### config.mk
export PLATFORM = sky130hd
export DESIGN_NAME = wctd_queue
export DESIGN_NICKNAME = d
export VERILOG_FILES = /design/src/rtl/wctd_pkg.sv /design/src/rtl/wctd_queue.sv
export SDC_FILE = /design/constraint.sdc
export NUM_CORES = 1
export LEC_CHECK = 0
export BUFFER_PORTS_ARGS = -buffer_cell sky130_fd_sc_hd__buf_4
export CORE_MARGIN = 5
export CORE_UTILIZATION = 46
export DETAILED_ROUTE_END_ITERATION = 7
export GPL_TIMING_DRIVEN = 0
export PLACE_DENSITY = 0.78
export SLEW_MARGIN = 25
export SYNTH_ARGS = -nofsm -noshare
export SYNTH_HDL_FRONTEND = slang
export SYNTH_SLANG_ARGS = --single-unit
### constraint.sdc
create_clock -name clock -period 2.7 [get_ports clock]
set_input_delay 0.27 -clock clock [delete_from_list [all_inputs] [get_ports clock]]
set_output_delay 0.27 -clock clock [all_outputs]
set_load 0.01 [all_outputs]
### src/rtl/wctd_pkg.sv
// Shared types, constants and helper functions for the window copy token decompressor.
package wctd_pkg;

   localparam int HISTORY_DEPTH_DEF = 4096;
   localparam int MAX_RUN_DEF       = 63;

   localparam int BYTE_W  = 8;
   localparam int DIGIT_W = 6;
   localparam int RUN_W   = 6;   // holds any run length up to the cap
   localparam int OFF_W   = 12;  // two 6-bit digits
   localparam int LEN_W   = 13;  // two 6-bit digits plus one
   localparam int CNT_W   = 24;  // four 6-bit digits
   localparam int QDIG_W  = 5;   // base-19 quick digit
   localparam int QPAIR_W = 9;   // two quick digits
   localparam int Q_DEPTH = 2;

   localparam logic [BYTE_W-1:0]  BYTE_ALT_ZERO = 8'hFF;
   localparam logic [BYTE_W-1:0]  INSTR_LO      = 8'd34;
   localparam logic [BYTE_W-1:0]  INSTR_HI      = 8'd41;
   localparam logic [BYTE_W-1:0]  QUICK_LO      = 8'd42;
   localparam logic [BYTE_W-1:0]  QUICK_HI      = 8'd60;
   localparam logic [BYTE_W-1:0]  COPY_LO       = 8'd63;
   localparam logic [BYTE_W-1:0]  COPY_HI       = 8'd126;
   localparam logic [QPAIR_W-1:0] QUICK_BASE    = 9'd19;

   typedef enum logic [3:0] {
      PH_IDLE,
      PH_OFF_LO,
      PH_LEN_HI,
      PH_LEN_LO,
      PH_CNT_FIRST,
      PH_CNT_QUICK,
      PH_CNT_D1,
      PH_CNT_D2,
      PH_CNT_D3,
      PH_NAKED_QUICK
   } phase_type;

   typedef enum logic [1:0] {
      RUN_NONE,
      RUN_COPY,
      RUN_DUPE
   } run_type;

   typedef enum logic [1:0] {
      BK_IDLE,
      BK_COPY,
      BK_DUPE,
      BK_CHAR
   } back_state_type;

   // one entry per request that gives any result
   typedef struct packed {
      run_type           kind;
      logic [RUN_W-1:0]  run_n;
      logic [OFF_W-1:0]  offset;
      logic [LEN_W-1:0]  length;
      logic              cut;
      logic              has_char;
      logic [BYTE_W-1:0] chr;
   } cmd_type;

   function automatic logic [BYTE_W-1:0] instr_char(input logic [2:0] sel);
      logic [BYTE_W-1:0] ch;
      unique case (sel)
         3'd0: ch = 8'h3E;  // >
         3'd1: ch = 8'h3C;  // <
         3'd2: ch = 8'h2B;  // +
         3'd3: ch = 8'h2D;  // -
         3'd4: ch = 8'h2E;  // .
         3'd5: ch = 8'h2C;  // ,
         3'd6: ch = 8'h5B;  // [
         3'd7: ch = 8'h5D;  // ]
      endcase
      return ch;
   endfunction

endpackage

### src/rtl/wctd_queue.sv
// Short command queue between the parser and the run engine.
module wctd_queue (
   input  logic              clock,
   input  logic              reset,
   input  logic              push,
   input  wctd_pkg::cmd_type push_cmd,
   output logic              full,
   input  logic              pop,
   output logic              not_empty,
   output wctd_pkg::cmd_type head_cmd
);

   localparam int QAW = $clog2(wctd_pkg::Q_DEPTH);

   wctd_pkg::cmd_type  entry_ff [wctd_pkg::Q_DEPTH];
   logic [QAW-1:0]     wr_ptr_ff, wr_ptr_in;
   logic [QAW-1:0]     rd_ptr_ff, rd_ptr_in;
   logic [QAW:0]       fill_ff, fill_in;

   assign full      = (fill_ff == (QAW+1)'(wctd_pkg::Q_DEPTH));
   assign not_empty = (fill_ff != '0);
   assign head_cmd  = entry_ff[rd_ptr_ff];

   always_comb begin
      wr_ptr_in = wr_ptr_ff;
      rd_ptr_in = rd_ptr_ff;
      fill_in   = fill_ff;
      if (push) begin
         wr_ptr_in = (wr_ptr_ff == QAW'(wctd_pkg::Q_DEPTH - 1)) ? '0 : wr_ptr_ff + QAW'(1);
      end
      if (pop) begin
         rd_ptr_in = (rd_ptr_ff == QAW'(wctd_pkg::Q_DEPTH - 1)) ? '0 : rd_ptr_ff + QAW'(1);
      end
      if (push && !pop) begin
         fill_in = fill_ff + (QAW+1)'(1);
      end else if (pop && !push) begin
         fill_in = fill_ff - (QAW+1)'(1);
      end
   end

   always_ff @(posedge clock) begin
      if (reset) begin
         wr_ptr_ff <= '0;
         rd_ptr_ff <= '0;
         fill_ff   <= '0;
      end else begin
         wr_ptr_ff <= wr_ptr_in;
         rd_ptr_ff <= rd_ptr_in;
         fill_ff   <= fill_in;
      end
   end

   always_ff @(posedge clock) begin
      if (push) begin
         entry_ff[wr_ptr_ff] <= push_cmd;
      end
   end

endmodule

==> impl_metrics.tcl <==
set metrics [dict create \
    period_minus_slack_ns 1.83 \
    total_power_mw 3.23 \
    status "complete, no violations" \
    layout.cells.non_filler 364 \
    placed_area_um2 4180 \
    ys_warn_count 0 \
    hp-class "input pin to flop" \
    postLayoutSetupSlackWorst_ns 0.872 \
    synth-adder-area-share 0.00378 \
    max-cap-violations 0 \
    dr.first_iter.drc_count 59 \
    cts_hold_buffers 0 \
    wire_length_of_the_first_global_routing_pass_mm 8.78 \
    cts_inserted_buffers 9 \
    n_antenna_cell 0 \
    timing_worst_slew_pin_value_ns 0.616 \
    synthCells 156 \
    grt_setup_unrepaired "no" \
    cts_repair_resize_count 0 \
    final.setup.tns_ns 0 \
    tritoncts "built" \
    hold_slack_ns 0.112 \
    worstPathArrival_ns 1.56 \
    maximum_number_of_pins_on_one_net_before_global_route_repair 44 \
    drt-total-wl_mm 5.84 \
    placeableCoreArea_um2 7140 \
    cp_max_fo 10 \
    critical_path_rt_ns 2.43 \
    drive_above_1_share 0.600 \
    synth_simple_gate_area_frac 0.0147 \
    slew_headroom 0.589 \
    ios 92 \
    power_density_nw_per_um2 728 \
    area_fraction_in_compound_gates_after_synthesis 0.00302 \
    max_clock_freq_mhz 547 \
    yosysTopAreaCell "edfxtp_1" \
    vias 1714 \
    cts_post_setup_buffers_inserted 0 \
    ir_drop_worst_case_vdd_v 0.000445 \
    clock_network_latency_to_the_later_pin_of_the_worst_skew_pair_ns 0.34 \
    drc 0 \
    floorplan.initialDensity 0.464 \
    part_of_the_cycle_the_worst_path_needs 0.677 \
    detailedPlacementHpwl_mm 3.97 \
    ys_seq_area_frac 0.810 \
    startpoint_type "flop" \
    syn_nets 204 \
    chipWidth_um 94.9 \
    postRouteAntennaNets 0 \
    post-route-util 0.622 \
    post_dr_wirelength_cell_um 16.0 \
    final_hold_viol_count 0 \
    ctsLongestPathBuffers 2 \
    synth.ff_latch_count 91 \
    netlist-cell-type-count 17 \
    synth_top_cell_area_share 0.780 \
    num-nets-final 308 \
    track_usage 0.132 \
    synth_top_family_by_area "multiplexers" \
    mappedNetlistArea_um2 3310 \
    synth_area_leaders "edfxtp_1 (78%), mux2_2 (15%), dfxtp_1 (3.0%)" \
    placement_rows 31 \
    avgSynthCellArea_um2 21.2 \
    die_area_um2 9000 \
    synth-xor-area-share 0.0106 \
    setup_clock_skew_after_layout_ns 0.0104 \
    critical_path.endpoint_type "output pin" \
    sinks_on_clock_net 91 \
    grt_overflow 0 \
    critPathKind "flop to output pin" \
    die-height_um 94.9 \
    gp_congestion 0.661 \
    drtPass1Iterations 4 \
    cts.clk_slew.worst_paths_ns 0.09 \
    setup_violations 0 \
    antenna_found_initial 0 \
    htree_num_levels 3 \
    route.detailed.vias_per_inst 4.71 \
    dp_cells 348 \
    detailedPlace.worstSlack_ns 1.21 \
    timing_max_transition_violations_final 0 \
    vias_in_the_first_global_route 1902 \
    final_cell_area_um2 4440 \
    leakage_nw 1.69 \
    port-buffer-count 91 \
    muxShareOfSynthArea 0.146 \
    cts-root-buf "clkbuf_8" \
    synthToLayoutAreaGrowth_pct 34.1 \
]
-- logic make-up after synthesis --
group,count (synthesis)
adder cells (fa/ha/maj),1
buffers and inverters,6
AO/OA/AOI/OAI,2
multiplexers,43
AND/OR/NAND/NOR,9
flip-flops,91
XOR/XNOR,4
-- state kept, by name, indices dropped and copies added (netlist names), named ones only --
signal,count
entry_ff,86
fill_ff,2
rd_ptr_ff,1
wr_ptr_ff,1
-- worst max-delay path: stages, from the launching register on --
cell	delay [ns]
dfxtp_1	0.31
buf_2	0.19
buf_4	0.23
mux2_2	0.36
buf_4	0.14
-- where the power goes --
part	leakage, nW	internal, mW	switching, mW
sequential	0.849	1.64	0.0239
combinational	0.711	0.239	0.186
clock	0.128	0.708	0.433
-- metal layers --
| layer | share of wire | global-route usage | wire, µm | up-vias |
|---|---|---|---|---|
| met5 | 0 | 0 | 0 | - |
| met4 | 0.0094 | 0.0541 | 55 | 0 |
| met3 | 0.055 | 0.0359 | 320 | 7 |
| met2 | 0.55 | 0.245 | 3190 | 53 |
| met1 | 0.39 | 0.140 | 2270 | 843 |
| li1 | - | - | - | 811 |
-- synthesized netlist by cell type --
cell type	instances
and2_1	1
or2_2	1
ha_1	1
nor2_1	4
nor2b_1	1
inv_1	1
xnor2_1	2
buf_4	4
mux2_2	43
and2b_2	1
dfxtp_1	5
or3_1	1
buf_2	1
a21oi_1	1
edfxtp_1	86
o21ai_0	1
xor2_1	2
-- area by class of cell --
cell class	instances	area (µm²)
Timing Repair Buffer	93	738
Sequential cell	91	2680
Tap cell	99	124
Clock buffer	11	131
Inverter	1	3.75
Fill cell	576	2700
Multi-Input combinational cell	59	601
Buffer	5	35.0
Clock inverter	5	125
-- layout by cell type (no fill, tap or decap), types with 2 or more instances in the layout --
cell type and n:
buf_16 2, buf_4 95, bufinv_16 4, clkbuf_1 2
clkbuf_8 9, dfxtp_1 5, edfxtp_1 86, mux2_2 43
nor2_1 4, xnor2_1 2, xor2_1 2
-- path summary, 6_finish.rpt --
kind / startpoint / endpoint / slack, ns / cells past startpoint
hold reg to reg: fill_ff[1] / fill_ff[1] / 0.51 / 2
hold / removal: push_cmd[4] / entry_ff[0][4] / 0.11 / 1
setup / recovery: flop / head_cmd[17] / 0.87 / 4
setup reg to reg: wr_ptr_ff / entry_ff[1][42] / 1.33 / 1
Note: power is estimated with default switching activity, not from simulation.
