`src/rtl/wctd_pkg.sv`:
```
// Shared types, constants and helper functions for the window copy token decompressor.
package wctd_pkg;

   localparam int HISTORY_DEPTH_DEF = 4096;
   localparam int MAX_RUN_DEF       = 63;

   localparam int BYTE_W  = 8;
   localparam int DIGIT_W = 6;
   localparam int RUN_W   = 6;   // holds any run length up to the cap
   localparam int OFF_W   = 12;  // two 6-bit digits
   localparam int LEN_W   = 13;  // two 6-bit digits plus one
   localparam int CNT_W   = 24;  // four 6-bit digits
   localparam int QDIG_W  = 5;   // base-19 quick digit
   localparam int QPAIR_W = 9;   // two quick digits
   localparam int Q_DEPTH = 2;

   localparam logic [BYTE_W-1:0]  BYTE_ALT_ZERO = 8'hFF;
   localparam logic [BYTE_W-1:0]  INSTR_LO      = 8'd34;
   localparam logic [BYTE_W-1:0]  INSTR_HI      = 8'd41;
   localparam logic [BYTE_W-1:0]  QUICK_LO      = 8'd42;
   localparam logic [BYTE_W-1:0]  QUICK_HI      = 8'd60;
   localparam logic [BYTE_W-1:0]  COPY_LO       = 8'd63;
   localparam logic [BYTE_W-1:0]  COPY_HI       = 8'd126;
   localparam logic [QPAIR_W-1:0] QUICK_BASE    = 9'd19;

   typedef enum logic [3:0] {
      PH_IDLE,
      PH_OFF_LO,
      PH_LEN_HI,
      PH_LEN_LO,
      PH_CNT_FIRST,
      PH_CNT_QUICK,
      PH_CNT_D1,
      PH_CNT_D2,
      PH_CNT_D3,
      PH_NAKED_QUICK
   } phase_type;

   typedef enum logic [1:0] {
      RUN_NONE,
      RUN_COPY,
      RUN_DUPE
   } run_type;

   typedef enum logic [1:0] {
      BK_IDLE,
      BK_COPY,
      BK_DUPE,
      BK_CHAR
   } back_state_type;

   // one entry per request that gives any result
   typedef struct packed {
      run_type           kind;
      logic [RUN_W-1:0]  run_n;
      logic [OFF_W-1:0]  offset;
      logic [LEN_W-1:0]  length;
      logic              cut;
      logic              has_char;
      logic [BYTE_W-1:0] chr;
   } cmd_type;

   function automatic logic [BYTE_W-1:0] instr_char(input logic [2:0] sel);
      logic [BYTE_W-1:0] ch;
      unique case (sel)
         3'd0: ch = 8'h3E;  // >
         3'd1: ch = 8'h3C;  // <
         3'd2: ch = 8'h2B;  // +
         3'd3: ch = 8'h2D;  // -
         3'd4: ch = 8'h2E;  // .
         3'd5: ch = 8'h2C;  // ,
         3'd6: ch = 8'h5B;  // [
         3'd7: ch = 8'h5D;  // ]
      endcase
      return ch;
   endfunction

endpackage

```
`src/rtl/wctd_front.sv`:
```
// Token parser: accepts one request per cycle unless q_full; emits run/char commands.
module wctd_front #(
   parameter int MAX_RUN = wctd_pkg::MAX_RUN_DEF
) (
   input  logic                            clock,
   input  logic                            reset,
   input  logic                            req_tvalid,
   output logic                            req_tready,
   input  logic [wctd_pkg::BYTE_W-1:0]     req_tdata,
   input  logic                            q_full,
   output logic                            push,
   output wctd_pkg::cmd_type               cmd
);

   localparam int PROD_W = 2 * wctd_pkg::RUN_W;

   wctd_pkg::phase_type                phase_ff, phase_in;
   logic [wctd_pkg::OFF_W-1:0]         offset_ff, offset_in;
   logic [wctd_pkg::LEN_W-1:0]         length_ff, length_in;
   logic [wctd_pkg::CNT_W-1:0]         count_ff, count_in;
   logic [wctd_pkg::QDIG_W-1:0]        qlow_ff, qlow_in;

   logic                               accept;
   logic [wctd_pkg::BYTE_W-1:0]        b;
   logic [wctd_pkg::DIGIT_W-1:0]       d6;
   logic                               is_quick;
   logic [wctd_pkg::QDIG_W-1:0]        qd;
   logic [wctd_pkg::QPAIR_W-1:0]       qpair;
   logic                               tok_start;
   wctd_pkg::run_type                  run_kind;
   logic [wctd_pkg::CNT_W-1:0]         run_count;
   logic [wctd_pkg::LEN_W-1:0]         run_len;
   logic                               has_char;
   logic [wctd_pkg::BYTE_W-1:0]        chr;
   logic                               nz, big, cut;
   logic [PROD_W-1:0]                  prod;
   logic [wctd_pkg::RUN_W-1:0]         run_n;

   assign req_tready = !q_full;
   assign accept     = req_tvalid && !q_full;

   assign b        = (req_tdata == wctd_pkg::BYTE_ALT_ZERO) ? '0 : req_tdata;
   // (b - 63) mod 64
   assign d6       = b[wctd_pkg::DIGIT_W-1:0] + wctd_pkg::DIGIT_W'(1);
   assign is_quick = (b >= wctd_pkg::QUICK_LO) && (b <= wctd_pkg::QUICK_HI);
   assign qd       = wctd_pkg::QDIG_W'(b - wctd_pkg::QUICK_LO);
   assign qpair    = wctd_pkg::QPAIR_W'(qlow_ff)
                   + wctd_pkg::QPAIR_W'(qd) * wctd_pkg::QUICK_BASE;

   always_comb begin
      phase_in  = phase_ff;
      offset_in = offset_ff;
      length_in = length_ff;
      count_in  = count_ff;
      qlow_in   = qlow_ff;
      tok_start = 1'b0;
      run_kind  = wctd_pkg::RUN_NONE;
      run_count = '0;
      run_len   = length_ff;
      has_char  = 1'b0;
      chr       = '0;

      unique case (phase_ff)
         wctd_pkg::PH_OFF_LO: begin
            offset_in = {offset_ff[wctd_pkg::OFF_W-1:wctd_pkg::DIGIT_W], d6};
            phase_in  = wctd_pkg::PH_LEN_HI;
         end
         wctd_pkg::PH_LEN_HI: begin
            length_in = {1'b0, d6, {wctd_pkg::DIGIT_W{1'b0}}};
            phase_in  = wctd_pkg::PH_LEN_LO;
         end
         wctd_pkg::PH_LEN_LO: begin
            length_in = length_ff + wctd_pkg::LEN_W'(d6) + wctd_pkg::LEN_W'(1);
            phase_in  = wctd_pkg::PH_CNT_FIRST;
         end
         wctd_pkg::PH_CNT_FIRST: begin
            if (is_quick) begin
               qlow_in  = qd;
               phase_in = wctd_pkg::PH_CNT_QUICK;
            end else begin
               count_in = wctd_pkg::CNT_W'(d6) << 18;
               phase_in = wctd_pkg::PH_CNT_D1;
            end
         end
         wctd_pkg::PH_CNT_QUICK: begin
            phase_in = wctd_pkg::PH_IDLE;
            run_kind = wctd_pkg::RUN_COPY;
            if (is_quick) begin
               run_count = wctd_pkg::CNT_W'(qpair);
            end else begin
               // low digit alone, then this byte starts a new token
               run_count = wctd_pkg::CNT_W'(qlow_ff);
               tok_start = 1'b1;
            end
         end
         wctd_pkg::PH_CNT_D1: begin
            count_in = count_ff | (wctd_pkg::CNT_W'(d6) << 12);
            phase_in = wctd_pkg::PH_CNT_D2;
         end
         wctd_pkg::PH_CNT_D2: begin
            count_in = count_ff | (wctd_pkg::CNT_W'(d6) << 6);
            phase_in = wctd_pkg::PH_CNT_D3;
         end
         wctd_pkg::PH_CNT_D3: begin
            run_count = count_ff | wctd_pkg::CNT_W'(d6);
            count_in  = run_count;
            run_kind  = wctd_pkg::RUN_COPY;
            phase_in  = wctd_pkg::PH_IDLE;
         end
         wctd_pkg::PH_NAKED_QUICK: begin
            phase_in = wctd_pkg::PH_IDLE;
            run_kind = wctd_pkg::RUN_DUPE;
            run_len  = wctd_pkg::LEN_W'(1);
            if (is_quick) begin
               run_count = wctd_pkg::CNT_W'(qpair);
            end else begin
               run_count = wctd_pkg::CNT_W'(qlow_ff);
               tok_start = 1'b1;
            end
         end
         default: begin
            tok_start = 1'b1;
         end
      endcase

      if (tok_start) begin
         phase_in = wctd_pkg::PH_IDLE;
         priority if ((b >= wctd_pkg::INSTR_LO) && (b <= wctd_pkg::INSTR_HI)) begin
            has_char = 1'b1;
            chr      = wctd_pkg::instr_char(3'(b - wctd_pkg::INSTR_LO));
         end else if ((b >= wctd_pkg::COPY_LO) && (b <= wctd_pkg::COPY_HI)) begin
            offset_in = {d6, {wctd_pkg::DIGIT_W{1'b0}}};
            phase_in  = wctd_pkg::PH_OFF_LO;
         end else if (is_quick) begin
            qlow_in  = qd;
            phase_in = wctd_pkg::PH_NAKED_QUICK;
         end else begin
            // end mark or filler byte: nothing
            phase_in = wctd_pkg::PH_IDLE;
         end
      end
   end

   // run length = count * length, capped; both factors nonzero so any high bit means cut
   assign nz   = (|run_count) && (|run_len);
   assign big  = (|run_count[wctd_pkg::CNT_W-1:wctd_pkg::RUN_W])
              || (|run_len[wctd_pkg::LEN_W-1:wctd_pkg::RUN_W]);
   assign prod = PROD_W'(run_count[wctd_pkg::RUN_W-1:0])
               * PROD_W'(run_len[wctd_pkg::RUN_W-1:0]);
   assign cut  = nz && (big || (prod > PROD_W'(MAX_RUN)));
   assign run_n = !nz ? '0 : (cut ? wctd_pkg::RUN_W'(MAX_RUN) : prod[wctd_pkg::RUN_W-1:0]);

   always_comb begin
      cmd.kind     = (run_n != '0) ? run_kind : wctd_pkg::RUN_NONE;
      cmd.run_n    = run_n;
      cmd.offset   = offset_ff;
      cmd.length   = run_len;
      cmd.cut      = cut;
      cmd.has_char = has_char;
      cmd.chr      = chr;
   end

   assign push = accept && ((run_n != '0) || has_char);

   always_ff @(posedge clock) begin
      if (reset) begin
         phase_ff  <= wctd_pkg::PH_IDLE;
         offset_ff <= '0;
         length_ff <= '0;
         count_ff  <= '0;
         qlow_ff   <= '0;
      end else if (accept) begin
         phase_ff  <= phase_in;
         offset_ff <= offset_in;
         length_ff <= length_in;
         count_ff  <= count_in;
         qlow_ff   <= qlow_in;
      end
   end

endmodule

```
`config.mk`:
```
export PLATFORM = sky130hd
export DESIGN_NAME = wctd_front
export DESIGN_NICKNAME = d
export VERILOG_FILES = /design/src/rtl/wctd_pkg.sv /design/src/rtl/wctd_front.sv
export SDC_FILE = /design/constraint.sdc
export NUM_CORES = 1
export LEC_CHECK = 0
export BUFFER_PORTS_ARGS = -buffer_cell sky130_fd_sc_hd__buf_2
export CAP_MARGIN = 40
export CORE_AREA = 2 2 102 104
export DETAILED_ROUTE_END_ITERATION = 8
export DIE_AREA = 0 0 104 106
export GPL_TIMING_DRIVEN = 1
export HOLD_SLACK_MARGIN = 0.15
export PLACE_DENSITY = 0.79
export REMOVE_ABC_BUFFERS = 1
export SLEW_MARGIN = 20
export SYNTH_ARGS = -nofsm -noshare
export SYNTH_HDL_FRONTEND = slang
export SYNTH_SLANG_ARGS = --single-unit
```
`constraint.sdc`:
```
create_clock -name clock -period 7.8 [get_ports clock]
set_clock_uncertainty 0.2 [all_clocks]
set_input_delay 0.39 -clock clock [delete_from_list [all_inputs] [get_ports clock]]
set_output_delay 0.39 -clock clock [all_outputs]
set_load 0.05 [all_outputs]
```
==> impl_results.md <==
* Clock Path Buffers at 2
* Share of the synthesized area in the top cell type at 0.220
* Syn avg cell area at 7.66 um2
* Vias in the first global route at around 5500
* Simple-gate portion of the synthesized area at 0.231
* Hold Violations, Final at 0
* First-pass GRT wire length at roughly 26000 um
* HP Class: reg -> reg
* Power density over cell area at 123 mW/mm2
* # DRC at 0
* Place WS at -0.824 ns
* Fmax at around 130 MHz
* Die W at 104 um
* Inserted Diodes at 0
* Final WL at 15600 um
* Post-synth ARST share at 0
* Worst Path Required at 7.21 ns
* Outcome: finished with violations
* Met2 usage in global routing at 0.497
* Met3 GRT Util at 0.0515
* Final WS setup at -0.164 ns
* CTS Buf Count at 9
* Hold-fix buffers at CTS at 0
* Share of cells above drive strength 1 at 0.247
* # Max-Cap Violations at 0
* Routed vias at 5530
* Setup violations, final at 10
* Post-synth EDFFs at 0
* CP peak stage delay at approximately 0.55 ns
* Clk root buf: clkbuf_8
* Core ar. at 0.0100 mm2
* Post-Syn Instances at approximately 700
* Hold path startpoint: count_ff[22]
* Total track usage at 0.284
* Area growth syn-to-layout at 25.4%
* Chip height at approximately 110 um
* Area leader, netlist: dfxtp_1
* Unrepaired setup endpoints after global routing: yes
* Total power at between 0.8 and 0.9 mW
* Largest family of logic cells by synthesized area: simple AND/OR/NAND/NOR gates
* Sequential-to-total area share from yosys stat at 0.220
* CTS tree: yes
* Die Area at 0.0110 mm2
* DRT antenna net count at 0
* CP max-delay cell: fa_1
* Reg2reg path depth at 11
* Post-synthesis mux area share at 0.0362
* Worst slew pin tran at 0.954 ns
* Nets at 863
* Tcrit/Tclk final at 1.02
* Worst-path fanout max at 4
* Max-Slew Margin vs Limit at 0.359
* Arr. time, crit path at 7.37 ns
* Synthesized area at around 0.0053 mm2
* CP Capture Type: output port
* Core Rows at 37
* DR pass1 iterations at 5
* Total grt overflow at 0
* Clock sink total at a little under 60
* Endpoint, Worst Hold: count_ff[22]
* Fin util at 0.663
* Slew Viols, Final at 0
* Leakage at 3.00 nW
* Maximum VDD drop at 0.155 mV
* Xor/xnor share of the synthesized area at 0.0166
* R2r endpoint: length_ff[12]
* Adder-Cell Fraction of Synth Area at 0.198
* Detail Placement HPWL at about 11000 um
* Final min period at 7.96 ns
* Most frequent cell after synthesis: nor2_1
* Flops & latches, synth at 58
* Failing checks: setup timing
* Reg clk slew, reported paths at approximately 0.070 ns
* Initial Utilization at 0.528
* Worst skew pair latency at ~0.35 ns
* Synth area leaders: dfxtp_1 (22%), ha_1 (11%), fa_1 (8.7%), nor2_1 (8.0%), inv_1 (4.8%)
* Startpoint Class: input pin
* Top_reg_cell synth: dfxtp_1
* Per-cell routed wire length at 16.9 um
* Cells on Worst Hold Path at 2
* Vias/cell at 6.00
* Distinct cells, synth at 70
* Most Crowded Layer GR: met2
* 1st-iter DRT viols at ~420
* Most frequent cells after synthesis: nor2_1 (113), inv_1 (67), dfxtp_1 (58), nand2_1 (56), a21oi_1 (50)
* Initial antenna violation count at 0
* GPL Wtd Cong at 0.897
* H-tree depth at 3
* GR Util met1 at 0.344
* Synth Area in Compound Gates at 0.219
* I/O pin count at 57
* FF-to-FF Start: length_ff[0]
* PortBufs at 55
* Synth Warn # at 0
* Critical path type: in -> out
* Largest net degree at the start of global routing at 43
* Worst reg2reg setup slack at between 4 and 5 ns
[worst max-delay path by stage]
| stage | from | to | slack [ns] |
|---|---|---|---|
| after global placement | req_tdata[0] | cmd[41] | -0.61 |
| after floorplan | req_tdata[0] | cmd[41] | -0.83 |
| after CTS | req_tdata[1] | push | -0.02 |
| after global routing | req_tdata[1] | cmd[42] | -0.34 |
| final | req_tdata[1] | cmd[42] | -0.16 |
| after detailed placement | req_tdata[0] | cmd[41] | -0.82 |
[layout by cell type, fill, tap and decap left out, types with 6 or more instances in the layout]
cell,Yosys,routed
buf_6,1,14
buf_2,8,43
nor2b_1,8,8
inv_1,67,59
o21ai_0,18,18
nand3_1,18,18
a21o_1,7,7
nand2_1,56,52
nand4_1,6,6
mux2i_1,18,18
and2_1,8,8
inv_2,0,8
fa_1,23,21
nor3_1,10,9
clkbuf_8,0,10
a21oi_1,50,47
nor4_1,7,7
dfxtp_1,58,58
nor2_1,113,105
o211ai_1,6,6
buf_4,4,57
a211oi_1,11,10
a22oi_1,9,9
nand2b_1,10,10
ha_4,0,13
o21a_1,7,7
ha_1,47,34
[repair_timing]
action / 4_1_cts / 5_1_grt
resized for setup: 66 / 29
setup endpoints to repair: 10 / 10
pin swaps: 37 / 10
setup buffers: 12 / 1
[power breakdown]
group	switching, mW	internal, mW	leakage (nW)	total [mW]
Sequential	0.00448	0.300	0.468	0.304
Clock	0.129	0.156	0.0945	0.285
Combinational	0.132	0.0972	2.44	0.230
[flip-flops by register name (all words and copies together) (netlist names)]
register / cells
length_ff: 13
phase_ff: 4
qlow_ff: 5
count_ff: 24
offset_ff: 12
[area by class of cell]
class                           count  area, um2
Clock buffer                       10        138
Clock inverter                      6       66.3
Fill cell                         826       3370
Inverter                           67        251
Multi-Input combinational cell    531       4040
Sequential cell                    58       1160
Tap cell                          136        170
Timing Repair Buffer              114        801
[through the flow]
step	setup TNS, ns	cells	instance area (um2)	hold slack, ns
6_report	-0.902	922	6630	0.252
5_1_grt	-2.77	922	6630	0.288
4_1_cts	-0.0432	922	6540	0.254
3_5_place_dp	-6.69	896	5940	0.247
3_3_place_gp	-4.56	896	5940	0.235
2_1_floorplan	-5.29	656	5120	0.220
[metal layers]
metal,vias up,part of all wire
met2,253,0.50
met5,-,0
met1,2635,0.40
met3,50,0.063
met4,0,0.033
li1,2592,-
[logic make-up (layout without fill, tap and decap cells)]
| group | count (synthesis) | after routing |
|---|---|---|
| multiplexers | 19 | 19 |
| XOR/XNOR | 10 | 10 |
| flip-flops | 58 | 58 |
| AND/OR/NAND/NOR | 264 | 264 |
| buffers and inverters | 101 | 197 |
| AO/OA/AOI/OAI | 167 | 167 |
| other | 1 | 1 |
| adder cells (fa/ha/maj) | 70 | 70 |
[worst max-delay path, delay by kind of cell]
family,cells,cell delay [ns]
compound gates,6,1.40
buf+inv,9,1.14
xor+xnor,1,0.19
fa+ha+maj,8,3.12
simple gates,8,1.11
Note: power is estimated with default switching activity, not from simulation.
